==> config.mk <==
export PLATFORM = sky130hd
export DESIGN_NAME = dns_question_parser_top
export DESIGN_NICKNAME = d
export VERILOG_FILES = /design/src/rtl/dnsqp_pkg.sv /design/src/rtl/dns_question_parser_top.sv
export SDC_FILE = /design/constraint.sdc
export NUM_CORES = 1
export LEC_CHECK = 0
export ABC_AREA = 0
export BUFFER_PORTS_ARGS = -buffer_cell sky130_fd_sc_hd__buf_2
export CORE_ASPECT_RATIO = 1.4
export CORE_MARGIN = 2
export CORE_UTILIZATION = 30
export DETAILED_ROUTE_END_ITERATION = 7
export PLACE_DENSITY = 0.54
export SLEW_MARGIN = 10
export SYNTH_ARGS = -nofsm -noshare
export SYNTH_HDL_FRONTEND = slang
export SYNTH_SLANG_ARGS = --single-unit
export TNS_END_PERCENT = 1
==> constraint.sdc <==
create_clock -name clk -period 4.26 [get_ports clk]
set_clock_uncertainty 0.05 [all_clocks]
set_input_delay 0.426 -clock clk [delete_from_list [all_inputs] [get_ports clk]]
set_output_delay 0.426 -clock clk [all_outputs]
set_load 0.05 [all_outputs]
==> src/rtl/dnsqp_pkg.sv <==
`timescale 1ns / 1ps
// ----------------------------------------------------------------------------
// dnsqp_pkg: shared types and constants of the DNS question parser
// Word formats of both channels, the parse phases and the result kinds.
// ----------------------------------------------------------------------------
package dnsqp_pkg;

	// Longest name, in characters with the dots, that is passed on.
	localparam logic [7:0] NAME_LIMIT = 8'd254;

	// The only question count that is accepted.
	localparam logic [15:0] ONE_QUESTION = 16'd1;

	localparam logic [7:0] DOT_CHAR = 8'h2E;

	typedef enum logic [2:0] {
		PH_IDLE     = 3'd0,
		PH_LENGTH   = 3'd1,
		PH_LABEL    = 3'd2,
		PH_TYPE_HI  = 3'd3,
		PH_TYPE_LO  = 3'd4,
		PH_CLASS_HI = 3'd5,
		PH_CLASS_LO = 3'd6,
		PH_DRAIN    = 3'd7
	} phase_t;

	typedef enum logic [2:0] {
		K_CHAR     = 3'd0,
		K_NAME_END = 3'd1,
		K_TYPE     = 3'd2,
		K_CLASS    = 3'd3,
		K_REJECT   = 3'd4,
		K_TOO_LONG = 3'd5
	} kind_t;

	typedef struct packed {
		logic [7:0]  data_byte;
		logic        msg_start;
		logic [15:0] question_count;
	} src_word_t;

	typedef struct packed {
		kind_t       kind;
		logic [15:0] value;
		logic        final_res;
	} res_word_t;

endpackage

==> src/rtl/dns_question_parser_top.sv <==
`timescale 1ns / 1ps
// ----------------------------------------------------------------------------
// dns_question_parser_top: byte-serial DNS question section parser
// Reads one byte of a question section per word, gives out the name
// characters, the name length, the type and the class, and flags rejected
// question counts and names that are too long.
// ----------------------------------------------------------------------------
//
//   channel | handshake              | word                     | direction
//   --------+------------------------+--------------------------+----------
//   src     | src_valid / src_ready  | src_word  (src_word_t)   | into block
//   res     | res_valid / res_ready  | res_word  (res_word_t)   | out of block
//
// Each accepted word sits in the input register; the parse state and the
// result register are then updated from it, so a word can be taken every
// cycle while the result register is free or being emptied, and its result
// is offered from the result register after the word leaves the input
// register. A word that causes no result still passes through the same
// input register. Reset clears the parse state to idle and empties both
// registers. When the result register holds a word that is not taken, the
// input register stops only once it is full, so one more word is accepted.
//
module dns_question_parser_top (
	input  logic                  clk,
	input  logic                  arst_n,
	input  logic                  src_valid,
	output logic                  src_ready,
	input  dnsqp_pkg::src_word_t  src_word,
	output logic                  res_valid,
	input  logic                  res_ready,
	output dnsqp_pkg::res_word_t  res_word
);
	import dnsqp_pkg::*;

	// Input register.
	logic      valid_s1;
	src_word_t word_s1;

	// Parse state.
	phase_t     phase_q;
	logic [7:0] label_left_q;
	logic [7:0] name_length_q;
	logic       seen_label_q;
	logic [7:0] high_byte_q;

	// Result register.
	logic      res_valid_q;
	res_word_t res_word_q;

	// Next values from the parse logic.
	phase_t     phase_d;
	logic [7:0] label_left_d;
	logic [7:0] name_length_d;
	logic       seen_label_d;
	logic [7:0] high_byte_d;
	logic       emit_d;
	res_word_t  res_d;

	logic advance_s1;

	// The word in the input register is processed when the result register
	// is free or is being emptied in this cycle.
	assign advance_s1 = valid_s1 && (!res_valid_q || res_ready);
	assign src_ready  = !valid_s1 || advance_s1;

	always_ff @(posedge clk or negedge arst_n) begin
		if (!arst_n) begin
			valid_s1 <= 1'b0;
		end else if (src_ready) begin
			valid_s1 <= src_valid;
		end
	end

	always_ff @(posedge clk) begin
		if (src_ready && src_valid) begin
			word_s1 <= src_word;
		end
	end

	// Parse logic: one step of the question section state machine.
	always_comb begin
		phase_t     ph_eff;
		logic [7:0] len_eff;
		logic       seen_eff;
		logic       char_req;
		logic [7:0] char_val;

		phase_d       = phase_q;
		label_left_d  = label_left_q;
		name_length_d = name_length_q;
		seen_label_d  = seen_label_q;
		high_byte_d   = high_byte_q;
		emit_d        = 1'b0;
		res_d         = '{kind: K_CHAR, value: 16'd0, final_res: 1'b0};
		char_req      = 1'b0;
		char_val      = word_s1.data_byte;

		// A message start abandons whatever was in progress and reads its
		// byte as the first length byte of a fresh name.
		ph_eff   = word_s1.msg_start ? PH_LENGTH : phase_q;
		len_eff  = word_s1.msg_start ? 8'd0 : name_length_q;
		seen_eff = word_s1.msg_start ? 1'b0 : seen_label_q;

		if (word_s1.msg_start) begin
			label_left_d  = 8'd0;
			name_length_d = 8'd0;
			seen_label_d  = 1'b0;
			high_byte_d   = 8'd0;
		end

		if (word_s1.msg_start && word_s1.question_count != ONE_QUESTION) begin
			phase_d = PH_IDLE;
			emit_d  = 1'b1;
			res_d   = '{kind: K_REJECT, value: word_s1.question_count, final_res: 1'b1};
		end else begin
			case (ph_eff)
				PH_LENGTH: begin
					if (word_s1.data_byte == 8'd0) begin
						phase_d = PH_TYPE_HI;
						emit_d  = 1'b1;
						res_d   = '{kind: K_NAME_END, value: {8'd0, len_eff},
							final_res: 1'b0};
					end else begin
						label_left_d = word_s1.data_byte;
						phase_d      = PH_LABEL;
						if (seen_eff) begin
							char_req = 1'b1;
							char_val = DOT_CHAR;
						end else begin
							seen_label_d = 1'b1;
						end
					end
				end
				PH_LABEL: begin
					label_left_d = label_left_q - 8'd1;
					if (label_left_q == 8'd1) begin
						phase_d = PH_LENGTH;
					end
					char_req = 1'b1;
				end
				PH_TYPE_HI: begin
					high_byte_d = word_s1.data_byte;
					phase_d     = PH_TYPE_LO;
				end
				PH_TYPE_LO: begin
					phase_d = PH_CLASS_HI;
					emit_d  = 1'b1;
					res_d   = '{kind: K_TYPE, value: {high_byte_q, word_s1.data_byte},
						final_res: 1'b0};
				end
				PH_CLASS_HI: begin
					high_byte_d = word_s1.data_byte;
					phase_d     = PH_CLASS_LO;
				end
				PH_CLASS_LO: begin
					phase_d = PH_IDLE;
					emit_d  = 1'b1;
					res_d   = '{kind: K_CLASS, value: {high_byte_q, word_s1.data_byte},
						final_res: 1'b1};
				end
				default: begin
					// Idle or draining: the byte is dropped.
				end
			endcase
		end

		// A character or dot that would push the name past the limit is
		// replaced by the too-long flag, and the rest of the message drains.
		if (char_req) begin
			emit_d = 1'b1;
			if (len_eff >= NAME_LIMIT) begin
				phase_d = PH_DRAIN;
				res_d   = '{kind: K_TOO_LONG, value: 16'd0, final_res: 1'b1};
			end else begin
				name_length_d = len_eff + 8'd1;
				res_d         = '{kind: K_CHAR, value: {8'd0, char_val}, final_res: 1'b0};
			end
		end
	end

	always_ff @(posedge clk or negedge arst_n) begin
		if (!arst_n) begin
			phase_q       <= PH_IDLE;
			label_left_q  <= 8'd0;
			name_length_q <= 8'd0;
			seen_label_q  <= 1'b0;
			high_byte_q   <= 8'd0;
		end else if (advance_s1) begin
			phase_q       <= phase_d;
			label_left_q  <= label_left_d;
			name_length_q <= name_length_d;
			seen_label_q  <= seen_label_d;
			high_byte_q   <= high_byte_d;
		end
	end

	always_ff @(posedge clk or negedge arst_n) begin
		if (!arst_n) begin
			res_valid_q <= 1'b0;
		end else if (advance_s1) begin
			res_valid_q <= emit_d;
		end else if (res_ready) begin
			res_valid_q <= 1'b0;
		end
	end

	always_ff @(posedge clk) begin
		if (advance_s1 && emit_d) begin
			res_word_q <= res_d;
		end
	end

	assign res_valid = res_valid_q;
	assign res_word  = res_word_q;

	// Only class, rejected count and too-long results close a question.
	a_final_kind: assert property (@(posedge clk) disable iff (!arst_n)
		res_valid_q |-> (res_word_q.final_res == (res_word_q.kind == K_CLASS
			|| res_word_q.kind == K_REJECT || res_word_q.kind == K_TOO_LONG)))
		else $error("final_res does not match result kind");

	// Inside a label there is always at least one byte left.
	a_label_left: assert property (@(posedge clk) disable iff (!arst_n)
		phase_q == PH_LABEL |-> label_left_q != 8'd0)
		else $error("label phase with no bytes left");

	// The name never grows past the limit.
	a_name_limit: assert property (@(posedge clk) disable iff (!arst_n)
		name_length_q <= NAME_LIMIT)
		else $error("name length beyond limit");

	// A rejected count leaves the parser idle.
	a_reject_idle: assert property (@(posedge clk) disable iff (!arst_n)
		(advance_s1 && word_s1.msg_start && word_s1.question_count != ONE_QUESTION)
		|=> (phase_q == PH_IDLE && res_valid_q && res_word_q.kind == K_REJECT))
		else $error("rejected count did not return to idle");

endmodule

# After elaboration in Yosys (flattened, before gate mapping)
# Index checks and enable logic that the tools add are counted.
# totals
inputBits,29
out_inout_bits,22
regBits,75
word_cells,76
# classes
reduce_logical,12
order_cmp,1
muxes,40
n_eq_ne,8
n_addsub,2
# ops
op,n
$mux 8,13
$mux 20,3
$pmux 19 s3,1
$mux 18,1
$pmux 3 s6,1
$ne 16x1->1 const B,1
$pmux 8 s2,1
$mux 3,5
$mux 1,13
$eq 3x3->1 const B,3
$add 8x1->8 const B,1
$eq 8x1->1 const B,1
$ge 8x8->1 const B,1
$logic_not 8->1,1
$sub 8x1->8 const B,1
$eq 3x2->1 const B,2
$logic_and 1x1->1,4
$pmux 1 s2,2
$reduce_or 2->1,2
$eq 3x1->1 const B,1
$logic_not 1->1,2
$logic_or 1x1->1,2
$reduce_bool 2->1,1

# Depth between registers and ports, before layout
# Gate-level depths: netlist of the first run.
# depth
depth_word,7
ltp_mapped,9
ltp_nobuf,7

# Worst setup path before layout of the first run
# No wires, ideal clock.
# synth_path
path_type,register to register
from,register phase_q[1]
to,"register res_word_q, in the netlist res_word[0], enable pin"
synth_period_minus_slack_ns,2.704
required_time_ns,3.813
arrival_time_ns,2.258
setup_slack_ns,1.556
n_path_buf,1
setup_time_ns,0.397
path_stages_with_launch,7
path_cell_list,dfrtp_1 nand2b_1 a2111oi_4 or2_1 buf_2 nor4_2 nor2_1
# synth_via
elab_chain_len,7
word_cells_on_any_way,12
cone_classes,eq/ne: 4; mux: 6; reduce/logical: 2
# synth_lines
item,line_no,source
start: declaration,dns_question_parser_top.sv:40,phase_t phase_q;
start signal: assignment,dns_question_parser_top.sv:189,phase_q <= phase_d;
$mux 3 *,dns_question_parser_top.sv:100,ph_eff = word_s1.msg_start ? PH_LENGTH : phase_q;
$eq 3x3->1,dns_question_parser_top.sv:116,case (ph_eff)
$reduce_or 2->1 (no line),-,
$pmux 1 s2,dns_question_parser_top.sv:116,
$mux 1,dns_question_parser_top.sv:111,if (word_s1.msg_start && word_s1.question_count != ONE_QUESTION) begin
$mux 1 *,dns_question_parser_top.sv:169,if (char_req) begin
$logic_and 1x1->1 *,dns_question_parser_top.sv:208,if (advance_s1 && emit_d) begin
end signal: assignment,dns_question_parser_top.sv:209,res_word_q <= res_d;
end: declaration,dns_question_parser_top.sv:48,res_word_t res_word_q;
# Every way passes the cells marked *; elsewhere a longest branch is shown, timed or not.
# A chain may end at the register's enable or synchronous reset.

# Final worst setup path of the first run
# layout_path
from,register phase_q[1]
to,"register res_word_q, in the netlist res_word[16], enable pin"
# Same word-level chain as after synthesis.

==> results.tsv, run 1 <==
metric	value	unit
endpoint_kind	flip-flop	
crit_buf_inv	1	
clk_pin_slew	0.06	ns
syn-num-nets	326	
top_layer	met4	
wire_per_inst	18.7	um
syn_area	3520	um^2
cts_buffers	9	
ir_drop	0.000170	V
nNetsFinal	376	
yosysWarnings	0	
synth.distinct_cells	55	
diodes	0	
synth_edf_count	45	
ys_ff_latch	75	
antenna_found_initial	0	
powerDensity	571	nW/um^2
relSlewSlack	24.8	%
root_buffer	clkbuf_16	
overflow	0	
met3_length	350	um
dieArea	12600	um^2
status	complete, no violations	
setup_viol	0	
fmax	329	MHz
wl_met2	4750	um
critPathTopFamily	simple AND/OR/NAND/NOR gates	
seq_area_frac_synth	59.7	%
post-route-period-util	71.4	%
ant_nets	0	
via_per_inst	5.34	
cts_buffer_depth	2	
cts.sinks	75	
drive_gt1_share	23.3	%
final_common_cell	buf_2	
syn_inst	293	
worstPathArrival	3.01	ns
cellLeakagePower	0.00164	uW
cts.htree.levels	3	
drv_cap	0	
worstPathMaxFanout	20	
finalHoldViolCount	0	
gp_congestion	0.921	
cp_data_required_time	4.23	ns
grt_pass1_wl	14600	um
areaGrowthSynthToFinish	19.2	%
ff2ff_setup_slack	1.22	ns
clock_latency	0.34	ns
post-cts-setup-buffer-count	0	
track_usage	15.5	%
critPathMaxStageDelay	0.92	ns
stdcell_count	492	
grt_pass1_vias	2656	
worstReg2RegEnd	res_word[16]	
dp_worst_setup_slack	1.27	ns
min_period	3.04	ns
tightest_slew	1.12	ns
synth_ff_type	edfxtp_1	
fin_tns_setup	0	ns
cp_slowest_cell	o21ai_0	
synth_area_leader_cell	edfxtp_1	
rr_worst_depth	6	
rsz0062_at_grt	no	
drv_slew	0	
wl_met1	3760	um
setup_ws	1.22	ns
layout_common_cells	50 x buf_2, 45 x edfxtp_1, 30 x dfrtp_1, 23 x nand2_1	
dp_hpwl	6630	um
initial_core_util	30.9	%
worst_hold_slack	0.0892	ns
die_x	95.6	um
grt_max_degree	31	
vias	2629	
async_flop_share	40.0	%
startpoint_type	flip-flop	
cts_tree	yes	
hold_buffers	0	
postRouteWirelength	9220	um
path_cells	nand2b_1 > o21ai_0 > nor2b_1 > nor4_2 > nor2_1 > buf_4	
ioPinCount	51	
rows	46	
cts_resized	0	
hold_class	in -> async	
synth_area_leaders	edfxtp_1 38%, dfrtp_1 21%, a22o_1 4.0%	
dr.pass1.iters	8	
path_class	reg -> reg	
fp.dieH	132	um
avgSynthCellArea	12.0	um^2
io_buffers	50	
synth_top_area_share	38.4	%
dp.cells	476	
route.detailed.drc	0	
r2r-start	phase_q[1]	
core-area	11400	um^2
drt_iter0_drc	178	
-- synthesized netlist by cell type (all sizes together), types with 7 or more instances --
master and count:
a22oi 10, clkbuf 9, a22o 16, nor4 10
edfxtp 45, o21ai 17, nor3 14, nor2 17
nand2 23, a21oi 11, buf 7, dfrtp 30
inv 9, nor2b 7
-- report_power, final --
group | switching (uW) | internal [uW] | leakage [uW]
registers | 139 | 910 | 0.000834
logic | 435 | 215 | 0.000673
clock network | 289 | 408 | 0.000136
total | 863 | 1530 | 0.00164
-- routing by layer --
layer,vias to the layer above,track usage [%]
met1,1281,18.2
met2,80,25.9
met3,21,2.97
met5,-,0
li1,1247,-
met4,0,8.81
-- flip-flops by register name, summed over array words and instances (netlist names) --
signal / cells
valid_s1: 1
res_valid: 1
high_byte_q: 8
seen_label_q: 1
word_s1: 25
phase_q: 3
name_length_q: 8
res_word: 20
label_left_q: 8
-- final cells by class --
cell class	instances	area (um^2)
fillers	1140	7200
inverters	9	33.8
well taps	144	180
flip-flops and latches	75	2100
clock buffers	10	239
multi-input cells	193	1320
clock inverters	6	38.8
repair buffers	55	288
-- per-stage QoR --
stage	instance area [um^2]	total power, uW	util (%)
6_report	4200	2400	36.8
5_1_grt	4200	2530	36.8
4_1_cts	4200	2420	36.8
3_5_place_dp	3920	1710	34.4
3_3_place_gp	3920	1710	34.4
2_1_floorplan	3520	1530	-
-- worst max path at each step --
stage | start | end | slack, ns | cells after the start
2_1_floorplan | phase_q[1] | res_word[0] | 1.56 | 6
3_3_place_gp | phase_q[1] | res_word[13] | 1.33 | 6
3_5_place_dp | phase_q[1] | res_word[13] | 1.27 | 6
4_1_cts | phase_q[1] | res_word[16] | 1.25 | 6
5_1_grt | phase_q[1] | res_word[16] | 0.92 | 6
6_report | phase_q[1] | res_word[16] | 1.22 | 6
-- logic make-up (layout without fill, tap and decap cells) --
| group | after synthesis | after routing | synth area share, % |
|---|---|---|---|
| compound gates | 94 | 94 | 20.6 |
| xor+xnor | 3 | 3 | 0.746 |
| fa+ha+maj | 4 | 4 | 1.42 |
| buf+inv | 25 | 80 | 2.91 |
| flops | 75 | 75 | 59.7 |
| simple gates | 92 | 92 | 14.6 |
No activity file was read; power rests on OpenSTA's default activity.
==> run 2, diff against run 1 <==
PLACE_DENSITY = 0.56   (was 0.54)
clock period = 2.5 ns   (was 4.26 ns; I/O delays follow)
==> run 2 against run 1 <==
  * Maximum frequency increased by 33%
  * Largest cell class unchanged
  * Non-clock buffer count up 25
  * Global-route usage increased by 0.13 points
  * Flip-flop and latch count did not move
  * Worst setup slack got worse by 1.0 ns
  * Die area unchanged
  * Sequential share of layout area shrank 2.5 points
  * Register-to-register slack lost 1.0 ns
  * Critical path depth increased by 1
  * Sequential power grew 62%
  * Combinational power increased by 100%
  * Critical path type unchanged
==> results.tsv, run 2 (same netlist as run 1, synthesis figures left out) <==
metric	value	unit
crit_path_start	word_s1[16]	
antenna_found_initial	0	
dp.cells	500	
gp_congestion	0.882	
postRouteWirelength	9170	um
rows	46	
grt_max_degree	31	
worstReg2RegEnd	name_length_q[4]	
fin_tns_setup	0	ns
setup_viol	0	
worstPathArrival	2.46	ns
dr.pass1.iters	6	
critPathTopFamily	compound AO/OA/AOI/OAI gates	
p_sw_share	35.3	%
rsz0062_at_grt	no	
dieArea	12600	um^2
top_register	word_s1	
grt_pass1_vias	2784	
areaGrowthSynthToFinish	25.6	%
crit_buf_inv	2	
root_buffer	clkbuf_16	
rr_worst_depth	7	
nNetsFinal	401	
dp_hpwl	6750	um
diodes	0	
p_int	2800	uW
ir_drop	0.000326	V
seqPwrFrac	39.3	%
ff2ff_setup_slack	0.21	ns
worstPathMaxFanout	13	
stdcell_count	517	
via_per_inst	5.31	
vias	2746	
drv_slew	0	
die_x	95.6	um
drive_gt1_share	28.7	%
cts.sinks	75	
endpoint_kind	flip-flop	
cts_buffer_depth	2	
min_period	2.29	ns
initial_core_util	30.9	%
relSlewSlack	24.4	%
io_buffers	50	
total_power	4330	uW
cp_data_required_time	2.67	ns
r2r-start	word_s1[16]	
cp_slowest_cell	edfxtp_1	
ioPinCount	51	
p_clk_share	30.5	%
min_delay_path_depth	1	
route.detailed.drc	0	
cts.htree.levels	3	
tightest_slew	1.13	ns
path_class	reg -> reg	
overflow	0	
cts_buffers	9	
fmax	437	MHz
status	complete, no violations	
cts_tree	yes	
clk_pin_slew	0.07	ns
post-route-period-util	91.6	%
combPwrFrac	30.2	%
largest_reg_flops	25	
fp.dieH	132	um
p_switching	1530	uW
startpoint_type	flip-flop	
critPathMaxStageDelay	0.47	ns
core-area	11400	um^2
post-cts-setup-buffer-count	0	
fin_util	38.8	%
hold_class	in -> reg	
worstHoldEndpoint	word_s1[13]	
hold_start	src_word[13]	
clock_latency	0.35	ns
final_common_cell	buf_2	
powerDensity	978	nW/um^2
ant_nets	0	
drt_iter0_drc	221	
grt_pass1_wl	14600	um
cp_common_cell	buf_4	
finalHoldViolCount	0	
cellLeakagePower	0.00178	uW
drv_cap	0	
layout_common_cells	50 x buf_2, 45 x edfxtp_1, 30 x dfrtp_1, 29 x buf_4, 23 x nand2_1	
track_usage	15.6	%
wire_per_inst	17.7	um
path_cells	buf_4 > nor2b_1 > ha_1 > o2111a_1 > buf_4 > o311a_1 > a221o_1	
==> run 2: changes by cell type in the layout (fill, tap and decap cells not counted) <==
cell	before	now
clkinv_4	1	0
buf_4	5	29
clkinv_1	1	0
dlygate4sd3_1	0	1
clkinv_2	2	1
nor2_4	0	1
clkinvlp_4	1	0
nor2_1	16	15
bufinv_16	0	1
inv_6	1	5
clkbuf_8	1	0
==> run 2: per-stage QoR <==
step | hold WS (ns) | setup slack (ns) | instance area, um^2
final | 0.0224 | 0.211 | 4420
after global routing | 0.0175 | 0.0827 | 4420
after CTS | 0.0189 | 0.00762 | 4420
after detailed placement | 0.294 | 0.0281 | 4100
after global placement | 0.296 | 0.0844 | 4100
after floorplan | -0.0956 | 0.124 | 3520
==> run 2: worst register-to-register path, cell delays in order (launching register included) <==
cell and delay [ns]:
edfxtp_1 0.47, buf_4 0.25, nor2b_1 0.10, ha_1 0.22, o2111a_1 0.30, buf_4 0.19, o311a_1 0.33, a221o_1 0.27
==> run 2: routing by layer <==
layer	up-vias	global-route usage [%]	wire, um	share of wire [%]
li1	1302	-	-	-
met1	1306	18.2	3670	40
met2	108	25.3	4610	50
met3	30	2.74	444	4.8
met4	0	11.3	445	4.9
met5	-	0	0	0
==> run 2: cell type report <==
class | instances | area (um^2)
fill | 1110 | 6970
multi-input combinational | 193 | 1330
clock inverter | 7 | 78.8
tap | 144 | 180
sequential | 75 | 2100
timing repair buffer | 80 | 478
clock buffer | 9 | 225
inverter | 9 | 33.8
==> run 2: power groups by stage <==
| stage | Combinational (uW) | Sequential (uW) | Clock [uW] |
|---|---|---|---|
| 2_1_floorplan | 712 | 1900 | 0 |
| 3_3_place_gp | 1280 | 1720 | 0 |
| 3_5_place_dp | 1300 | 1720 | 0 |
| 4_1_cts | 1310 | 1700 | 1340 |
| 5_1_grt | 1450 | 1730 | 1400 |
| 6_report | 1310 | 1700 | 1320 |
==> run 2: how the worst max path moves through the flow <==
stage / to / slack, ns / cells after the start
6_report: name_length_q[4] / 0.21 / 7
3_5_place_dp: res_word[19] / 0.03 / 5
2_1_floorplan: res_word[0] / 0.12 / 6
5_1_grt: res_word[7] / 0.08 / 7
4_1_cts: res_word[0] / 0.008 / 5
3_3_place_gp: res_word[1] / 0.08 / 5
==> run 2: timing repair <==
item	CTS	global route
gates resized for setup	0	1
endpoints found under the hold margin	30	0
hold buffers	1	0
setup endpoints to repair	0	20
==> run 3, diff against run 2 <==
clock period = 1.9 ns   (was 2.5 ns; I/O delays follow)
==> run 3 against run 2 <==
  * The flow now finishes with violations (setup timing)
  * Cell count is 16% higher
  * Routed wire length rose by 16%
  * Power up 39%
  * Flip-flop and latch count unchanged
  * Clock power rose by 20%
  * Die area is the same
  * Count of clock-buffer cells in the layout grew 2
  * Core utilization is 7.5 points higher
  * Largest cell class unchanged
  * Highest routed layer unchanged
==> results.tsv, run 3 (same netlist as run 1, synthesis figures left out) <==
metric	value	unit
status	finished, violations left	
violations	setup timing	
dp_hpwl	7610	um
die_x	95.6	um
fp.dieH	132	um
seqPwrFrac	37.5	%
endpoint_kind	flip-flop	
combPwrFrac	36.2	%
ant_nets	0	
dp_worst_setup_slack	-0.298	ns
cellLeakagePower	0.00220	uW
largest_reg_flops	25	
p_int	3880	uW
ir_drop	0.000442	V
fmax	470	MHz
startpoint_type	flip-flop	
fillers	1045	
total_power	6020	uW
worst_hold_slack	0.131	ns
grt_pass1_wl	16200	um
cp_data_required_time	1.93	ns
relSlewSlack	48.4	%
diodes	0	
ioPinCount	51	
via_per_inst	5.24	
path_class	reg -> reg	
layout_common_cells	78 x buf_4, 50 x buf_2, 45 x edfxtp_1, 30 x dfrtp_1, 27 x dlygate4sd3_1	
p_sw_share	35.5	%
setup_viol	42	
worstPathArrival	2.16	ns
tightest_slew	0.774	ns
final_common_cell	buf_4	
clock_latency	0.34	ns
finalHoldViolCount	0	
cts.sinks	75	
powerDensity	1140	nW/um^2
drv_cap	0	
track_usage	17.2	%
cts_tree	yes	
drt_iter0_drc	171	
hold_class	in -> reg	
antenna_found_initial	0	
wire_per_inst	17.7	um
rows	46	
dr.pass1.iters	5	
fin_util	46.3	%
p_switching	2140	uW
io_buffers	50	
drive_gt1_share	39.9	%
core-area	11400	um^2
post-route-period-util	112	%
areaGrowthSynthToFinish	49.9	%
overflow	0	
cts.htree.levels	3	
clk_pin_slew	0.06	ns
route.detailed.drc	0	
setup_ws	-0.228	ns
postRouteWirelength	10600	um
grt_max_degree	31	
root_buffer	clkbuf_16	
initial_core_util	30.9	%
worstPathMaxFanout	9	
grt_pass1_vias	3046	
cts_buffer_depth	2	
drv_slew	0	
min_period	2.13	ns
cts_buffers	9	
dieArea	12600	um^2
rsz0062_at_grt	yes	
vias	3141	
gp_congestion	0.894	
p_clk_share	26.4	%
top_register	word_s1	
nNetsFinal	484	
-- run 3: cell type report --
type	count	area (um^2)	share of cell area, %
Timing Repair Buffer	161	1190	22.6
Tap cell	144	180	3.41
Clock inverter	5	35.0	0.664
Inverter	9	36.3	0.687
Multi-Input combinational cell	195	1490	28.3
Sequential cell	75	2100	39.8
Clock buffer	11	243	4.60
-- run 3: what timing repair did --
item / in CTS / in global routing
gates resized for setup: 17 / 20
endpoints found under the hold margin: 56 / 0
setup endpoints to repair: 58 / 52
pin swaps: 9 / 16
setup buffers: 1 / 5
cloned: 1 / 1
hold buffers: 27 / 0
-- run 3: worst max-delay path: stages, from the launching register on --
cell and delay [ns]:
edfxtp_1 0.41, buf_4 0.18, nor3_2 0.24, and2_4 0.19
buf_6 0.15, nor4b_4 0.05, buf_4 0.16, a222oi_1 0.33
inv_1 0.09
-- run 3: per-stage QoR --
| stage | instance area, um^2 | TNS (ns) | instances |
|---|---|---|---|
| after floorplan | 3550 | -7.86 | 293 |
| after global placement | 4510 | -8.75 | 550 |
| after detailed placement | 4510 | -10.35 | 550 |
| after CTS | 5160 | -6.19 | 595 |
| after global routing | 5280 | -9.84 | 600 |
| final | 5280 | -5.51 | 600 |
-- run 3: final timing paths --
kind / end / slack (ns) / startpoint / cells past startpoint
worst max-delay path: res_word[7] / -0.23 / word_s1[16] / 8
worst min-delay path: res_valid / 0.13 / res_ready / 3
worst max register to register: res_word[7] / -0.23 / word_s1[16] / 8
worst min register to register: name_length_q[7] / 0.47 / name_length_q[7] / 1
max in group asynchronous: high_byte_q[3] / 0.89 / arst_n / 2
min in group asynchronous: name_length_q[6] / 0.41 / arst_n / 2
-- run 3: routing by layer --
| metal | global-route usage [%] | part of all wire, % |
|---|---|---|
| met5 | 0 | 0 |
| met4 | 11.8 | 5.6 |
| met3 | 2.40 | 4.4 |
| met2 | 27.9 | 50 |
| met1 | 20.5 | 40 |
-- run 3: power groups by stage --
stage,clock (uW),sequential [uW],combinational [uW]
final,1590,2250,2180
after global placement,0,2260,1940
after global routing,1690,2290,2350
after floorplan,0,2500,964
after CTS,1630,2240,2070
after detailed placement,0,2260,1960
